[config.mk]
export PLATFORM = sky130hd
export DESIGN_NAME = utf16_to_utf8_encoder_core
export DESIGN_NICKNAME = d
export VERILOG_FILES = /design/src/rtl/u16u8_pkg.sv /design/src/rtl/utf16_to_utf8_encoder_core.sv /design/src/rtl/u16u8_front.sv /design/src/rtl/u16u8_queue.sv /design/src/rtl/u16u8_back.sv
export SDC_FILE = /design/constraint.sdc
export NUM_CORES = 1
export LEC_CHECK = 0
export ABC_AREA = 1
export BUFFER_PORTS_ARGS = -buffer_cell sky130_fd_sc_hd__buf_2
export CORE_UTILIZATION = 50
export CTS_BUF_LIST = sky130_fd_sc_hd__clkbuf_8 sky130_fd_sc_hd__clkbuf_16
export CTS_CLUSTER_DIAMETER = 100
export DETAILED_ROUTE_END_ITERATION = 16
export PLACE_DENSITY = 0.7
export SYNTH_ARGS = -nofsm -noshare
export SYNTH_HDL_FRONTEND = slang
export SYNTH_SLANG_ARGS = --single-unit
[constraint.sdc]
create_clock -name clk -period 6.5 [get_ports clk]
set_input_delay 1.3 -clock clk [delete_from_list [all_inputs] [get_ports clk]]
set_output_delay 1.3 -clock clk [all_outputs]
set_load 0.005 [all_outputs]
[src/rtl/u16u8_pkg.sv]
// Shared types and constants for the UTF-16 to UTF-8 encoder.
// No dependencies; used by every module of the block.
package u16u8_pkg;

  localparam int QUEUE_DEPTH_DEF = 2;

  localparam logic [15:0] BOM_UNIT  = 16'hFEFF;
  localparam logic [15:0] HIGH_LO   = 16'hD800;
  localparam logic [15:0] HIGH_HI   = 16'hDBFF;
  localparam logic [15:0] ONE_LIMIT = 16'h0080;
  localparam logic [15:0] TWO_LIMIT = 16'h0800;
  localparam logic [20:0] SUPP_BASE = 21'h10000;
  localparam logic [7:0]  LEAD_TWO  = 8'hC0;
  localparam logic [7:0]  LEAD_THR  = 8'hE0;
  localparam logic [7:0]  LEAD_FOUR = 8'hF0;
  localparam logic [7:0]  CONT_MARK = 8'h80;

  localparam logic [1:0] CLS_ONE   = 2'd0;
  localparam logic [1:0] CLS_TWO   = 2'd1;
  localparam logic [1:0] CLS_THREE = 2'd2;
  localparam logic [1:0] CLS_HIGH  = 2'd3;

  typedef struct packed {
    logic [15:0] code_unit;
    logic        start_of_string;
  } in_item_t;

  typedef struct packed {
    logic [7:0] out_byte;
    logic       last_of_run;
  } out_item_t;

  typedef struct packed {
    logic [3:0][7:0] bytes;
    logic [1:0]      last_idx;
  } job_t;

endpackage

[src/rtl/utf16_to_utf8_encoder_core.sv]
// UTF-16 to UTF-8 encoder, top level: front end, job queue, back end.
// Depends on u16u8_pkg, u16u8_front, u16u8_queue, u16u8_back.
//
// One 16-bit code unit is taken per cycle while the job queue has room.
// Bytes leave the back end one per cycle while out_ready is high. A unit
// yields one byte for ASCII, two or three for other BMP units, four for a
// surrogate pair (charged to the low unit), none for a held high surrogate
// or a dropped byte-order mark. The byte serialiser sets the sustained
// rate; the queue of QUEUE_DEPTH jobs absorbs bursts. The user must write
// swap_r via cfg_we/cfg_wdata only while idle; the block does not enforce it.
module utf16_to_utf8_encoder_core #(
  parameter int QUEUE_DEPTH = u16u8_pkg::QUEUE_DEPTH_DEF
) (
  input  logic                 clk,
  input  logic                 rst_n,
  input  logic                 cfg_we,
  input  logic                 cfg_wdata,
  input  logic                 in_valid,
  output logic                 in_ready,
  input  u16u8_pkg::in_item_t  in_item,
  output logic                 out_valid,
  input  logic                 out_ready,
  output u16u8_pkg::out_item_t out_item
);

  logic            fj_valid, fj_ready;
  u16u8_pkg::job_t fj_job;
  logic            qb_valid, qb_ready;
  u16u8_pkg::job_t qb_job;

  u16u8_front u_front (
    .clk       (clk),
    .rst_n     (rst_n),
    .cfg_we    (cfg_we),
    .cfg_wdata (cfg_wdata),
    .in_valid  (in_valid),
    .in_ready  (in_ready),
    .in_item   (in_item),
    .job_valid (fj_valid),
    .job_ready (fj_ready),
    .job       (fj_job)
  );

  u16u8_queue #(
    .DEPTH (QUEUE_DEPTH)
  ) u_queue (
    .clk      (clk),
    .rst_n    (rst_n),
    .wr_valid (fj_valid),
    .wr_ready (fj_ready),
    .wr_job   (fj_job),
    .rd_valid (qb_valid),
    .rd_ready (qb_ready),
    .rd_job   (qb_job)
  );

  u16u8_back u_back (
    .clk       (clk),
    .rst_n     (rst_n),
    .q_valid   (qb_valid),
    .q_ready   (qb_ready),
    .q_job     (qb_job),
    .out_valid (out_valid),
    .out_ready (out_ready),
    .out_item  (out_item)
  );

endmodule

[src/rtl/u16u8_front.sv]
// Front end: byte swap, mark drop, surrogate pairing and byte formation.
// Depends on u16u8_pkg.
module u16u8_front (
  input  logic                clk,
  input  logic                rst_n,
  input  logic                cfg_we,
  input  logic                cfg_wdata,
  input  logic                in_valid,
  output logic                in_ready,
  input  u16u8_pkg::in_item_t in_item,
  output logic                job_valid,
  input  logic                job_ready,
  output u16u8_pkg::job_t     job
);

  logic       swap_r;
  logic [9:0] pend_bits_r, pend_bits_nxt;
  logic       pend_r, pend_nxt;
  logic [15:0] u;
  logic [20:0] cp;
  logic [1:0]  cls;
  logic        is_bom;
  logic        pend_eff;
  logic        accept;

  assign is_bom   = in_item.start_of_string && (in_item.code_unit == u16u8_pkg::BOM_UNIT);
  assign pend_eff = pend_r && !in_item.start_of_string;
  assign u        = swap_r ? {in_item.code_unit[7:0], in_item.code_unit[15:8]}
                           : in_item.code_unit;
  assign cp       = {1'b0, pend_bits_r, u[9:0]} + u16u8_pkg::SUPP_BASE;

  always_comb begin
    if (u < u16u8_pkg::ONE_LIMIT) begin
      cls = u16u8_pkg::CLS_ONE;
    end else if (u < u16u8_pkg::TWO_LIMIT) begin
      cls = u16u8_pkg::CLS_TWO;
    end else if (u >= u16u8_pkg::HIGH_LO && u <= u16u8_pkg::HIGH_HI) begin
      cls = u16u8_pkg::CLS_HIGH;
    end else begin
      cls = u16u8_pkg::CLS_THREE;
    end
  end

  always_comb begin
    job.bytes    = '0;
    job.last_idx = 2'd0;
    job_valid    = 1'b0;
    if (pend_eff) begin
      job.bytes[0] = u16u8_pkg::LEAD_FOUR | {5'd0, cp[20:18]};
      job.bytes[1] = u16u8_pkg::CONT_MARK | {2'd0, cp[17:12]};
      job.bytes[2] = u16u8_pkg::CONT_MARK | {2'd0, cp[11:6]};
      job.bytes[3] = u16u8_pkg::CONT_MARK | {2'd0, cp[5:0]};
      job.last_idx = 2'd3;
      job_valid    = in_valid;
    end else begin
      unique case (cls)
        u16u8_pkg::CLS_ONE: begin
          job.bytes[0] = u[7:0];
          job_valid    = in_valid && !is_bom;
        end
        u16u8_pkg::CLS_TWO: begin
          job.bytes[0] = u16u8_pkg::LEAD_TWO | {3'd0, u[10:6]};
          job.bytes[1] = u16u8_pkg::CONT_MARK | {2'd0, u[5:0]};
          job.last_idx = 2'd1;
          job_valid    = in_valid && !is_bom;
        end
        u16u8_pkg::CLS_THREE: begin
          job.bytes[0] = u16u8_pkg::LEAD_THR | {4'd0, u[15:12]};
          job.bytes[1] = u16u8_pkg::CONT_MARK | {2'd0, u[11:6]};
          job.bytes[2] = u16u8_pkg::CONT_MARK | {2'd0, u[5:0]};
          job.last_idx = 2'd2;
          job_valid    = in_valid && !is_bom;
        end
        u16u8_pkg::CLS_HIGH: begin
          job_valid = 1'b0;
        end
        default: begin
          job_valid = 1'b0;
        end
      endcase
    end
  end

  assign in_ready = job_ready;
  assign accept   = in_valid && in_ready;

  always_comb begin
    pend_nxt      = pend_r;
    pend_bits_nxt = pend_bits_r;
    if (accept) begin
      if (is_bom || pend_eff) begin
        pend_nxt      = 1'b0;
        pend_bits_nxt = '0;
      end else if (cls == u16u8_pkg::CLS_HIGH) begin
        pend_nxt      = 1'b1;
        pend_bits_nxt = u[9:0];
      end else begin
        pend_nxt      = 1'b0;
        pend_bits_nxt = '0;
      end
    end
  end

  always_ff @(posedge clk) begin
    if (!rst_n) begin
      swap_r      <= 1'b0;
      pend_r      <= 1'b0;
      pend_bits_r <= '0;
    end else begin
      if (cfg_we) begin
        swap_r <= cfg_wdata;
      end
      pend_r      <= pend_nxt;
      pend_bits_r <= pend_bits_nxt;
    end
  end

endmodule

[src/rtl/u16u8_queue.sv]
// Short job queue between front and back ends, held in registers.
// Depends on u16u8_pkg.
module u16u8_queue #(
  parameter int DEPTH = u16u8_pkg::QUEUE_DEPTH_DEF
) (
  input  logic            clk,
  input  logic            rst_n,
  input  logic            wr_valid,
  output logic            wr_ready,
  input  u16u8_pkg::job_t wr_job,
  output logic            rd_valid,
  input  logic            rd_ready,
  output u16u8_pkg::job_t rd_job
);

  localparam int AW = (DEPTH > 1) ? $clog2(DEPTH) : 1;
  localparam int CW = $clog2(DEPTH + 1);
  localparam logic [AW-1:0] LAST_PTR = AW'(DEPTH - 1);
  localparam logic [CW-1:0] FULL_CNT = CW'(DEPTH);

  u16u8_pkg::job_t   slot_r [DEPTH];
  logic [AW-1:0] wr_ptr_r, wr_ptr_nxt;
  logic [AW-1:0] rd_ptr_r, rd_ptr_nxt;
  logic [CW-1:0] cnt_r, cnt_nxt;
  logic          push, pop;

  assign wr_ready = (cnt_r != FULL_CNT);
  assign rd_valid = (cnt_r != '0);
  assign rd_job   = slot_r[rd_ptr_r];
  assign push     = wr_valid && wr_ready;
  assign pop      = rd_valid && rd_ready;

  always_comb begin
    wr_ptr_nxt = wr_ptr_r;
    rd_ptr_nxt = rd_ptr_r;
    cnt_nxt    = cnt_r;
    if (push) begin
      wr_ptr_nxt = (wr_ptr_r == LAST_PTR) ? '0 : wr_ptr_r + AW'(1);
    end
    if (pop) begin
      rd_ptr_nxt = (rd_ptr_r == LAST_PTR) ? '0 : rd_ptr_r + AW'(1);
    end
    if (push && !pop) begin
      cnt_nxt = cnt_r + CW'(1);
    end else if (pop && !push) begin
      cnt_nxt = cnt_r - CW'(1);
    end
  end

  always_ff @(posedge clk) begin
    if (push) begin
      slot_r[wr_ptr_r] <= wr_job;
    end
  end

  always_ff @(posedge clk) begin
    if (!rst_n) begin
      wr_ptr_r <= '0;
      rd_ptr_r <= '0;
      cnt_r    <= '0;
    end else begin
      wr_ptr_r <= wr_ptr_nxt;
      rd_ptr_r <= rd_ptr_nxt;
      cnt_r    <= cnt_nxt;
    end
  end

endmodule

[src/rtl/u16u8_back.sv]
// Back end: serialises one queued job into bytes, one per cycle while out_ready is high.
// Depends on u16u8_pkg.
module u16u8_back (
  input  logic                 clk,
  input  logic                 rst_n,
  input  logic                 q_valid,
  output logic                 q_ready,
  input  u16u8_pkg::job_t      q_job,
  output logic                 out_valid,
  input  logic                 out_ready,
  output u16u8_pkg::out_item_t out_item
);

  u16u8_pkg::job_t job_r;
  logic            busy_r, busy_nxt;
  logic [1:0]      idx_r, idx_nxt;
  logic            out_acc, at_last, load;

  assign out_valid            = busy_r;
  assign at_last              = (idx_r == job_r.last_idx);
  assign out_item.out_byte    = job_r.bytes[idx_r];
  assign out_item.last_of_run = at_last;
  assign out_acc              = out_valid && out_ready;
  assign q_ready              = !busy_r || (out_acc && at_last);
  assign load                 = q_valid && q_ready;

  always_comb begin
    busy_nxt = busy_r;
    idx_nxt  = idx_r;
    if (load) begin
      busy_nxt = 1'b1;
      idx_nxt  = 2'd0;
    end else if (out_acc) begin
      if (at_last) begin
        busy_nxt = 1'b0;
        idx_nxt  = 2'd0;
      end else begin
        idx_nxt = idx_r + 2'd1;
      end
    end
  end

  always_ff @(posedge clk) begin
    if (load) begin
      job_r <= q_job;
    end
  end

  always_ff @(posedge clk) begin
    if (!rst_n) begin
      busy_r <= 1'b0;
      idx_r  <= 2'd0;
    end else begin
      busy_r <= busy_nxt;
      idx_r  <= idx_nxt;
    end
  end

`ifndef NO_ASSERTIONS
  a_idx_in_range: assert property (@(posedge clk) disable iff (!rst_n)
    busy_r |-> (idx_r <= job_r.last_idx))
    else $error("byte index past end of job");

  a_load_starts: assert property (@(posedge clk) disable iff (!rst_n)
    load |=> (busy_r && idx_r == 2'd0))
    else $error("loaded job does not start at first byte");

  a_drain_idle: assert property (@(posedge clk) disable iff (!rst_n)
    (out_acc && at_last && !q_valid) |=> !busy_r)
    else $error("back end busy after last byte with empty queue");
`endif

endmodule

==> Word-level counts from Yosys, hierarchy flattened <==
Memory sizes are Yosys's and may differ from the RTL's. A register that Yosys moved wholly into a read port is not among the register bits.
Cells that the tools add are included.
{ "totals": {"memories": 1, "mem_bits_rw": 68, "regBits": 19, "elab_cells": 81, "input_bits": 23, "out_inout_bits": 11} }
{ "classes": {"add_sub_neg": 6, "n_eq_ne": 6, "magnitude_cmp": 5, "bitwise": 1, "n_mux": 28, "reduce_logical": 26} }
{ "memory_table": {"columns": ["name", "words", "width", "read_ports", "rd_clocked_by_memory_dff", "write_ports", "line", "rtl"], "rows": [
  ["u_queue.slot_r", 2, 34, 1, 1, 1, "u16u8_queue.sv:21", "u16u8_pkg::job_t slot_r [DEPTH];"]
]} }
{ "ops": {"columns": ["operator", "count"], "rows": [
  ["2-to-1 mux 26 bit", 1],
  ["2-to-1 mux 8 bit", 3],
  ["case mux 8 bit (3 select lines)", 1],
  ["adder 20 x 17 -> 21 bit (second input constant)", 1],
  ["2-to-1 mux 10 bit", 2],
  ["binary-select mux 8 bit (select 2 bit)", 1],
  ["equality test 16 bit (second input constant)", 1],
  [">= comparator 16 bit (second input constant)", 1],
  ["less-or-equal comparator 16 bit (second input constant)", 1],
  ["less-than comparator 16 x 12 -> 1 bit (second input constant)", 1],
  ["less-than comparator 16 x 8 -> 1 bit (second input constant)", 1],
  ["2-to-1 mux 16 bit", 1],
  ["case mux 8 bit (2 select lines)", 1],
  ["logical AND 1 bit", 11],
  ["2-to-1 mux 1 bit", 11],
  ["2-to-1 mux 2 bit", 5],
  ["nonzero test 2 bit", 4],
  ["logical NOT 1 bit", 5],
  ["adder 2 x 1 -> 2 bit (second input constant)", 2],
  ["equality test 2 bit (second input constant)", 2],
  ["case mux 2 bit (2 select lines)", 1],
  ["less-than comparator 2 x 3 -> 1 bit (second input constant)", 1],
  ["OR reduction 3 bit", 1],
  ["adder 1 bit (second input constant)", 2],
  ["10 further kinds", 11]
]} }

==> Depth between registers and ports, before layout <==
Gate-level depths: netlist of run 1.
{ "depth": {"depth_word": 15, "mapped_depth": 21, "depth_no_buf": 19} }

==> Cells and area by module <==
From an unflattened synthesis of run 1, not the netlist that was laid out.
{ "hier_totals": {"cells_unflattened": 504, "hier_area_um2": 5696.7} }
{ "by_module_without_submodules": {"columns": ["module", "instances", "cells_per_inst", "area_per_inst_um2", "seq_area_each_um2"], "rows": [
  ["u16u8_queue", 1, 143, 2849.0, 2142.1],
  ["u16u8_back", 1, 113, 1497.7, 1081.0],
  ["u16u8_front", 1, 248, 1350.0, 240.2]
]} }

==> Worst setup path after synthesis of run 1 <==
Ideal clock, no wire load.
{ "synth_path": {"kind": "input port to flip-flop", "from": "input port in_item[14] (netlist bit)", "to": "memory u_queue.slot_r[0][0] (netlist bit) (enable)", "arrival_ns": 3.751, "setup_slack_ns": 2.333, "path_stages": 14, "setup_time_ns": 0.417, "cell_sequence": "inv_1 -> o21ai_2 -> nor2_2 -> nand2_1 -> nor2_1 -> nand2_1 -> nand2_2 -> inv_2 -> ha_1 -> inv_1 -> nor2_1 -> nor2_1 -> nand2_1 -> nor2_1"} }
{ "synth_via": {"elab_chain_len": 13, "elab_cells_between_ends": 23} }
{ "synth_lines": {"columns": ["item", "line", "rtl"], "rows": [
  ["start: declaration", "utf16_to_utf8_encoder_core.sv:20", "input u16u8_pkg::in_item_t in_item,"],
  ["2-to-1 mux 16 bit", "u16u8_front.sv:28", "assign u = swap_r ? {in_item.code_unit[7:0], in_item.code_unit[15:8]}"],
  [">= comparator 16 bit or less-or-equal comparator 16 bit (tied branches)", "u16u8_front.sv:37", "end else if (u >= u16u8_pkg::HIGH_LO && u <= u16u8_pkg::HIGH_HI) begin"],
  ["logical AND 1 bit", "u16u8_front.sv:37", null],
  ["2-to-1 mux 1 bit", "u16u8_front.sv:37", null],
  ["2-to-1 mux 2 bit", "u16u8_front.sv:35", "end else if (u < u16u8_pkg::TWO_LIMIT) begin"],
  ["2-to-1 mux 2 bit", "u16u8_front.sv:33", "if (u < u16u8_pkg::ONE_LIMIT) begin"],
  ["equality test 2 x 1 -> 1 bit, or another cell as far along", "u16u8_front.sv:56", "unique case (cls)"],
  ["OR reduction 3 bit (no line)", null, null],
  ["case mux 1 bit (2 select lines) *", "u16u8_front.sv:56", null],
  ["2-to-1 mux 1 bit *", "u16u8_front.sv:48", "if (pend_eff) begin"],
  ["logical AND 1 bit *", "u16u8_queue.sv:30", "assign push = wr_valid && wr_ready;"],
  ["2-to-1 mux 1 bit *", "u16u8_queue.sv:51", "if (push) begin"],
  ["2-to-1 mux 1 bit (not written as such) *", "u16u8_queue.sv:52", "slot_r[wr_ptr_r] <= wr_job;"],
  ["end: declaration", "u16u8_queue.sv:21", null]
]} }
Every way passes the cells marked *; elsewhere a longest branch is shown, timed or not.

==> Worst setup path in the final report of run 1 <==
{ "layout_path": {"from": "register u_front.swap_r", "to": "memory u_queue.slot_r[1][5] (netlist bit) (enable)"} }
{ "layout_via": {"elab_chain_len": 13, "elab_cells_between_ends": 19} }
{ "layout_lines": {"columns": ["item", "line", "rtl"], "rows": [
  ["start: declaration", "u16u8_front.sv:16", "logic swap_r;"],
  ["start signal: assignment", "u16u8_front.sv:111", "swap_r <= cfg_wdata;"],
  ["2-to-1 mux 16 bit *", "u16u8_front.sv:28", null],
  [">= comparator 16 bit or less-or-equal comparator 16 bit (tied branches)", "u16u8_front.sv:37", null],
  ["logical AND 1 bit", "u16u8_front.sv:37", null],
  ["2-to-1 mux 1 bit", "u16u8_front.sv:37", null],
  ["2-to-1 mux 2 bit", "u16u8_front.sv:35", null],
  ["2-to-1 mux 2 bit *", "u16u8_front.sv:33", null],
  ["equality test 2 x 1 -> 1 bit, or another cell as far along", "u16u8_front.sv:56", null],
  ["OR reduction 3 bit (no line)", null, null],
  ["case mux 1 bit (2 select lines) *", "u16u8_front.sv:56", null],
  ["2-to-1 mux 1 bit *", "u16u8_front.sv:48", null],
  ["logical AND 1 bit *", "u16u8_queue.sv:30", null],
  ["2-to-1 mux 1 bit *", "u16u8_queue.sv:51", null],
  ["2-to-1 mux 1 bit (not written as such) *", "u16u8_queue.sv:52", null]
]} }
Marked as above.

==> run summary, run 1 <==
## Global routing
• 0 — total congestion overflow after global routing
• 15500 um — first-pass GRT wire length
• 35 — pin count of the biggest net entering global routing
• 0.199 — Overall Global Routing Usage
• 0 — initial antenna violation count
• 3142 — number of global-route vias before repair

## Timing
• 255 MHz — max frequency
• 2.58 ns — least setup slack across all paths after layout
• 0.0121 ns — worst clock skew
• 1.15 ns — Worst-Margin Slew
• 3.92 ns — min cycle time layout
• no — setup repair after global routing missed its margin
• 0 — Max Slew Vio Count
• 0.229 — relative slew slack
• 0 — final number of setup-violating endpoints
• 0.603 — crit share post-route
• 0 — final-report hold violation count
• 0 ns — setup_tns
• 0.472 ns — worst slack on hold paths

## Synthesis
• sky130_fd_sc_hd__edfxtp_1 — most frequent cell after synthesis
• 0 — count of synthesis-stage warnings from yosys
• sky130_fd_sc_hd__edfxtp_1, sky130_fd_sc_hd__nand2_1, sky130_fd_sc_hd__nor2_1 — most used standard cells in the synthesized netlist
• sky130_fd_sc_hd__edfxtp_1 — dominant cell type by area after synthesis
• 10.6 sq um — mean instance size in the synthesized netlist
• 503 — net count after synthesis
• 109 — FF+latch count, synth
• 32 — number of distinct library cells after synthesis
• 5020 sq um — Syn Std Cell Area
• sky130_fd_sc_hd__edfxtp_1, sky130_fd_sc_hd__dfxtp_1, sky130_fd_sc_hd__mux2_2, sky130_fd_sc_hd__nand2_1, sky130_fd_sc_hd__nor2_1 — most area-consuming cells after synthesis
• 473 — synthesized instance count
• 0 — asr flop ratio synth
• sky130_fd_sc_hd__edfxtp_1 — Post-synth top flop
• 90 — count of flip-flops with a built-in enable after synthesis
• 0.614 — register area share after synthesis
• 0.539 — portion of synthesized cell area occupied by the leading cell type

## Run status
• completed — run status

## Power
• 352 nW/um^2 — Power per Cell Area
• 0.146 mV — Worst IR Drop VDD
• 2.12 nW — Static Leakage

## Routing
• 0 — number of antenna-violating nets in the routed design
• 209 — Initial DRC Count
• 3335 — via total after detailed routing
• 9650 um — final routed wirelength across all metal layers
• 0 — total DRC errors in the routed layout
• 15.1 um — per-cell routed wire length
• 5.23 — vias per std cell
• 5 — DR pass1 iterations

## Finish
• 530 — final net count
• 866 — filler instances
• 638 — Non-Filler Instances
• 0.202 — layout cells sized above 1
• 8.58% — area growth from synthesis to layout
• 5450 sq um — final instance area
• 0 — # diodes

## CTS
• 2 — number of buffers on the longest clock path
• 109 — CTS sink cnt
• 0.36 ns — clock latency on the worst-skew pair
• done — clock tree from TritonCTS
• sky130_fd_sc_hd__clkbuf_8 — clock root buffer master
• 0 — number of instances resized during post-cts repair
• 0.10 ns — clock transition at the register clock pins on the worst setup and hold paths after CTS
• 0 — postcts setup bufs
• 3 — H-Tree Depth
• 0 — Post-CTS Hold Fix Bufs
• 9 — CTS buffer count

## Placement
• 622 — cell count after placement
• 7030 um — detailed placement HPWL
• 5240 sq um — Placed Instance Area
• 2.32 ns — Post-Place Worst Slack
• 0.934 — weighted congestion reported at the end of routability-driven placement
• 33 — count of input and output buffers

## Hold path
• reg2reg — Hold Path Class
• 2 — hold path cells
• u_front.pend_bits_r[5] — hold path start

## Worst setup path
• 3.89 ns — CP arrival
• u_front.swap_r — CP Launch Point
• reg2reg — type of the worst setup path
• 13 — logic depth of the worst register-to-register path
• u_front.swap_r — Reg-to-Reg Start
• flip-flop — Worst Setup End Kind
• 34 — Max FO, Critical Path
• 6.48 ns — required time at the endpoint of the critical path
• flip-flop — critical path launch point type

## Die
• 9730 sq um — Core Footprint
• 102 um — die span in y
• 10400 sq um — DIE AREA
• 34 — I/O pins
• 0.516 — Initial Util
• 102 um — width of the die
• 36 — number of cell rows

## Job
• 0 — number of max-cap violations

## final timing paths
kind / to / slack [ns]
min reg2reg: u_front.pend_bits_r[5] / 0.47
max reg2reg: u_queue.slot_r[1][5] / 2.58
max: u_queue.slot_r[1][5] / 2.58
min: u_front.pend_bits_r[5] / 0.47
## report_power, final
| part | switching, W | internal, W | total [W] | leakage (nW) |
|---|---|---|---|---|
| Sequential | 0.0000557 | 0.000983 | 0.00104 | 0.991 |
| Combinational | 0.000284 | 0.000180 | 0.000464 | 1.02 |
| Clock | 0.000229 | 0.000184 | 0.000413 | 0.106 |
| Total | 0.000569 | 0.00135 | 0.00192 | 2.12 |
## flip-flops by register name, indices dropped and copies added, names as in the netlist
signal,flops
u_front.swap_r,1
u_queue.rd_ptr_r,1
u_queue.slot_r,60
u_back.idx_r,2
u_front.pend_bits_r,10
u_queue.cnt_r,2
u_back.job_r,30
u_queue.wr_ptr_r,1
u_front.pend_r,1
u_back.out_valid,1
## worst max-delay path: stages (launching register included)
cell	delay (ns)
sky130_fd_sc_hd__dfxtp_1	1.07
sky130_fd_sc_hd__o21ai_1	0.36
sky130_fd_sc_hd__nor2_1	0.17
sky130_fd_sc_hd__nand2_1	0.06
sky130_fd_sc_hd__nor2_1	0.08
sky130_fd_sc_hd__nand2_1	0.06
sky130_fd_sc_hd__nand2_2	0.10
sky130_fd_sc_hd__inv_2	0.05
sky130_fd_sc_hd__ha_1	0.20
sky130_fd_sc_hd__inv_1	0.08
sky130_fd_sc_hd__nor2_1	0.08
sky130_fd_sc_hd__nor2_1	0.18
sky130_fd_sc_hd__nand3_1	0.12
sky130_fd_sc_hd__inv_1	0.87
## logic make-up (layout without fill, tap and decap cells)
family          count (synthesis)  after routing  synth area share
simple gates                  168            168             0.138
fa+ha+maj                       7              7            0.0175
buf+inv                        71            103            0.0636
compound gates                 86             86            0.0955
mux                            30             30            0.0673
flops                         109            109             0.614
xor+xnor                        2              2           0.00349
## placed cells by master (no fill, tap or decap)
cell type / netlist / final
sky130_fd_sc_hd__edfxtp_1: 90 / 90
sky130_fd_sc_hd__nand2_1: 89 / 89
sky130_fd_sc_hd__nor2_1: 49 / 48
sky130_fd_sc_hd__inv_1: 47 / 47
sky130_fd_sc_hd__buf_2: 6 / 33
sky130_fd_sc_hd__mux2_2: 30 / 30
sky130_fd_sc_hd__o21ai_0: 27 / 27
sky130_fd_sc_hd__a21oi_1: 23 / 23
sky130_fd_sc_hd__dfxtp_1: 19 / 19
sky130_fd_sc_hd__nand3_1: 18 / 18
sky130_fd_sc_hd__o22ai_1: 16 / 16
sky130_fd_sc_hd__o21ai_1: 12 / 12
sky130_fd_sc_hd__clkbuf_8: 0 / 9
sky130_fd_sc_hd__o21ai_2: 7 / 7
sky130_fd_sc_hd__ha_1: 7 / 7
sky130_fd_sc_hd__inv_2: 4 / 4
sky130_fd_sc_hd__nand2_2: 3 / 3
sky130_fd_sc_hd__nor2_2: 2 / 3
sky130_fd_sc_hd__clkinv_4: 0 / 3
sky130_fd_sc_hd__nor3_1: 2 / 2
sky130_fd_sc_hd__buf_4: 3 / 2
sky130_fd_sc_hd__nor2_4: 1 / 1
sky130_fd_sc_hd__xnor2_1: 1 / 1
sky130_fd_sc_hd__nand4_1: 1 / 1
sky130_fd_sc_hd__nand3_2: 1 / 1
sky130_fd_sc_hd__clkinv_1: 1 / 1
sky130_fd_sc_hd__o211ai_1: 1 / 1
sky130_fd_sc_hd__or2_2: 1 / 1
sky130_fd_sc_hd__nor3_2: 1 / 1
sky130_fd_sc_hd__xor2_1: 1 / 1
sky130_fd_sc_hd__inv_8: 0 / 1
sky130_fd_sc_hd__bufinv_16: 0 / 1
sky130_fd_sc_hd__clkinv_2: 0 / 1
sky130_fd_sc_hd__inv_6: 0 / 1
## routing by layer
metal / wire length (um) / part of all wire / vias up / global-route usage
li1: - / - / 1662 / -
met1: 4590 / 0.48 / 1564 / 0.271
met3: 418 / 0.043 / 12 / 0.0376
met2: 4520 / 0.47 / 97 / 0.322
met5: 0 / 0 / - / 0
met4: 121 / 0.013 / 0 / 0.0659
## metrics by stage
stage | utilization | total power, W
floorplan | - | 0.00138
global placement | 0.539 | 0.00150
detailed placement | 0.539 | 0.00152
CTS | 0.560 | 0.00193
global route | 0.560 | 0.00203
finish | 0.560 | 0.00192
## final cells by class
cell class	instances	area (sq um)	share of cell area
Clock inverter	7	81.3	0.0149
Clock buffer	9	124	0.0227
Timing Repair Buffer	35	180	0.0331
Tap cell	133	166	0.0305
Sequential cell	109	3080	0.566
Multi-Input combinational cell	293	1620	0.297
Inverter	52	195	0.0358
Note: power is estimated with default switching activity, not from simulation.
==> inputs of run 2 (changes only) <==
--- a/config.mk
+++ b/config.mk
@@ -5,7 +5,7 @@
 export SDC_FILE = /design/constraint.sdc
 export NUM_CORES = 1
 export LEC_CHECK = 0
-export ABC_AREA = 1
+export ABC_AREA = 0
 export BUFFER_PORTS_ARGS = -buffer_cell sky130_fd_sc_hd__buf_2
 export CORE_UTILIZATION = 50
 export CTS_BUF_LIST = sky130_fd_sc_hd__clkbuf_8 sky130_fd_sc_hd__clkbuf_16
==> constraint.sdc (replaced) <==
create_clock -name clk -period 3.65 [get_ports clk]
set_input_delay 0.73 -clock clk [delete_from_list [all_inputs] [get_ports clk]]
set_output_delay 0.73 -clock clk [all_outputs]
set_load 0.005 [all_outputs]
==> run summary, run 2 <==
## Run status
• completed — run status

## Timing
• 304 MHz — max frequency, +19%
• 0.490 ns — worst slack on hold paths, +0.0177 ns
• 0.900 — crit share post-route, +0.298
• 3.29 ns — min cycle time layout, -0.631 ns
• 0.830 ns — Worst-Margin Slew, -0.325 ns
• no — setup repair after global routing missed its margin
• 0.446 — relative slew slack, +0.217
• 0 — final number of setup-violating endpoints, unchanged
• 0 — final-report hold violation count, unchanged
• 0.0175 ns — worst clock skew, +0.00536 ns
• 0 ns — setup_tns, unchanged
• 0 — Max Slew Vio Count, unchanged

## Job
• 0 — number of max-cap violations, unchanged

## Synthesis
• 377 — net count after synthesis, -25%
• 0 — asr flop ratio synth, unchanged
• 0.545 — portion of synthesized cell area occupied by the leading cell type, +0.00653
• 90 — count of flip-flops with a built-in enable after synthesis, unchanged
• sky130_fd_sc_hd__edfxtp_1 — Post-synth top flop
• 14.3 sq um — mean instance size in the synthesized netlist, +35%
• 4960 sq um — Syn Std Cell Area, -1.2%
• 53 — number of distinct library cells after synthesis, +66%
• 109 — FF+latch count, synth, unchanged
• sky130_fd_sc_hd__edfxtp_1, sky130_fd_sc_hd__mux2_2, sky130_fd_sc_hd__nand2_1 — most used standard cells in the synthesized netlist
• sky130_fd_sc_hd__edfxtp_1 — most frequent cell after synthesis
• 0 — count of synthesis-stage warnings from yosys, unchanged
• sky130_fd_sc_hd__edfxtp_1 — dominant cell type by area after synthesis
• 347 — synthesized instance count, -27%
• 0.622 — register area share after synthesis, +0.00744
• sky130_fd_sc_hd__edfxtp_1, sky130_fd_sc_hd__mux2_2, sky130_fd_sc_hd__dfxtp_1, sky130_fd_sc_hd__mux4_2, sky130_fd_sc_hd__mux2i_1 — most area-consuming cells after synthesis

## Worst setup path
• reg2reg — type of the worst setup path
• 0.40 ns — CP peak stage delay, -0.67 ns
• flip-flop — critical path launch point type
• buf_12, mux2_2, nor4_2, a21oi_1, ha_1, inv_1, nor2_1, or2_2, nor2_1, ha_1, or3_1, a21oi_1 — cells traversed along the worst timing path
• 3.96 ns — required time at the endpoint of the critical path, -2.52 ns
• 3.59 ns — CP arrival, -0.30 ns
• flip-flop — Worst Setup End Kind
• sky130_fd_sc_hd__mux2_2 — Crit-path slowest cell
• u_front.swap_r — Reg-to-Reg Start
• u_queue.cnt_r[1] — end of the worst register-to-register path
• 28 — Max FO, Critical Path, -18%
• 0.36 ns — reg-to-reg setup timing slack, -2.22 ns
• 12 — logic depth of the worst register-to-register path, -1

## CTS
• 9 — CTS buffer count, unchanged
• 0 — postcts setup bufs, unchanged
• 0.11 ns — clock transition at the register clock pins on the worst setup and hold paths after CTS, about the same
• 3 — H-Tree Depth, unchanged
• 0.38 ns — clock latency on the worst-skew pair, +0.02 ns
• 0 — number of instances resized during post-cts repair, unchanged
• sky130_fd_sc_hd__clkbuf_8 — clock root buffer master
• 0 — Post-CTS Hold Fix Bufs, unchanged
• 109 — CTS sink cnt, unchanged
• 2 — number of buffers on the longest clock path, unchanged
• done — clock tree from TritonCTS

## Power
• 0.390 mV — Worst IR Drop VDD, +170%
• 643 nW/um^2 — Power per Cell Area, +83%
• 0.203 — Clock Power Share, -0.013
• 0.269 — part of the power in combinational logic, +0.027
• 0.00247 W — Internal Power, +83%
• 0.528 — portion of total power attributed to sequential cells, -0.014
• 1.88 nW — Static Leakage, -11%
• 0.307 — switch share, +0.00999
• 0.00109 W — Sw Pwr, +92%

## Finish
• 1780 sq um — multi-input gate area in the final layout, +10%
• u_queue.slot_r — top register by number of flip-flops
• 3080 sq um — combined flip-flop and latch cell area, unchanged
• 11.9% — area growth from synthesis to layout
• 0 — # diodes, unchanged
• 756 — filler instances, -13%
• sky130_fd_sc_hd__edfxtp_1 — commonest non-fill, non-tap cell in the layout
• u_queue.slot_r x60, u_back.job_r x30, u_front.pend_bits_r x10 — largest registers in the final layout
• sky130_fd_sc_hd__edfxtp_1, sky130_fd_sc_hd__mux2_2, sky130_fd_sc_hd__buf_2 — highest-count cells in the layout ignoring fill and taps
• 417 — final net count, -21%
• 60 — max reg flops, unchanged
• 0.311 — layout cells sized above 1, +0.109

## Global routing
• 0 — initial antenna violation count, unchanged
• 33 — pin count of the biggest net entering global routing, -5.7%
• 0 — total congestion overflow after global routing, unchanged
• 0.214 — Overall Global Routing Usage, +0.0157
• 2870 — number of global-route vias before repair, -8.7%
• 15900 um — first-pass GRT wire length, +2.9%

## Die
• 102 um — width of the die, -0.59%
• 0.527 — Initial Util, +0.0108
• 9420 sq um — Core Footprint, -3.2%
• 34 — I/O pins, unchanged
• 102 um — die span in y, -0.59%
• 10300 sq um — DIE AREA, -1.2%
• 35 — number of cell rows, -2.8%

## Hold path
• 1 — hold path cells, -1
• reg2reg — Hold Path Class
• u_front.pend_bits_r[0] — hold path start
• u_front.pend_bits_r[0] — worst min-delay path endpoint

## Routing
• 5 — DR pass1 iterations, unchanged
• 3041 — via total after detailed routing, -8.8%
• 0 — number of antenna-violating nets in the routed design, unchanged
• 19.7 um — per-cell routed wire length, +30%
• 5.84 — vias per std cell, +12%
• 10200 um — final routed wirelength across all metal layers, +6.2%
• 213 — Initial DRC Count, +1.9%
• 0 — total DRC errors in the routed layout, unchanged

## Placement
• 0.918 — weighted congestion reported at the end of routability-driven placement, -1.8%
• 6970 um — detailed placement HPWL, -0.93%
• 33 — count of input and output buffers, unchanged

-- run 2: cell types whose count changed in the layout (fill, tap and decap cells not counted), sizes merged, moves of 13 or more --
| cell | before | now |
|---|---|---|
| a21oi | 23 | 7 |
| inv | 53 | 13 |
| nand2 | 92 | 22 |
| nand3 | 19 | 3 |
| nor2 | 52 | 17 |
| o21ai | 46 | 16 |
| o22ai | 16 | 3 |
-- run 2: kinds of logic after synthesis --
logic type      after synthesis  share of synthesized area
compound gates               65                     0.0969
xor+xnor                      6                     0.0106
fa+ha+maj                     7                     0.0177
buf+inv                      25                     0.0235
flops                       109                      0.622
mux                          60                      0.150
simple gates                 75                     0.0793
-- run 2: metal layers --
metal,wire [um],vias up,GRT usage,share of wire
met5,0,-,0,0
met1,4860,1536,0.303,0.47
met2,4840,69,0.334,0.47
li1,-,1424,-,-
met4,178,0,0.0713,0.017
met3,364,12,0.0407,0.036
-- run 2: final cells by class --
cell class | count | area share
Tap cell | 129 | 0.0291
Sequential cell | 109 | 0.556
Multi-Input combinational cell | 213 | 0.321
Clock buffer | 9 | 0.0223
Timing Repair Buffer | 44 | 0.0514
Clock inverter | 7 | 0.0133
Inverter | 10 | 0.00677
-- run 2: power by group through the flow --
stage                     Clock (W)  Combinational, W  Sequential, W
after floorplan                   0          0.000674        0.00186
after global placement            0          0.000953        0.00190
after detailed placement          0          0.000968        0.00192
after CTS                  0.000735          0.000973        0.00189
after global routing       0.000778           0.00105        0.00191
final                      0.000725          0.000958        0.00188
-- run 2: worst max path at each step --
stage	start	end	slack, ns	depth (start not counted)
6_report	u_front.swap_r	u_queue.cnt_r[1]	0.36	12
5_1_grt	u_front.swap_r	u_queue.cnt_r[1]	0.07	13
4_1_cts	u_front.swap_r	u_queue.cnt_r[1]	0.36	12
3_5_place_dp	in_item[11]	u_queue.cnt_r[1]	0.17	12
3_3_place_gp	in_item[11]	u_queue.cnt_r[1]	0.25	12
2_1_floorplan	in_item[5]	u_queue.slot_r[1][0]	-0.31	9
-- run 2: per-stage QoR --
stage          setup slack (ns)  utilization  power (W)  cells  instance area [sq um]
2_1_floorplan            -0.309            -    0.00254    347                   4970
3_3_place_gp              0.249        0.568    0.00285    505                   5350
3_5_place_dp              0.166        0.568    0.00288    505                   5350
4_1_cts                   0.358        0.589    0.00360    521                   5550
5_1_grt                  0.0716        0.589    0.00374    521                   5550
6_report                  0.364        0.589    0.00356    521                   5550
-- run 2: critical path, delay by kind of cell, from the launching register on --
family | cells | cell delay, ns
simple gates | 5 | 1.29
fa+ha+maj | 2 | 0.53
mux | 1 | 0.40
flops | 1 | 0.38
compound gates | 2 | 0.32
buf+inv | 2 | 0.30
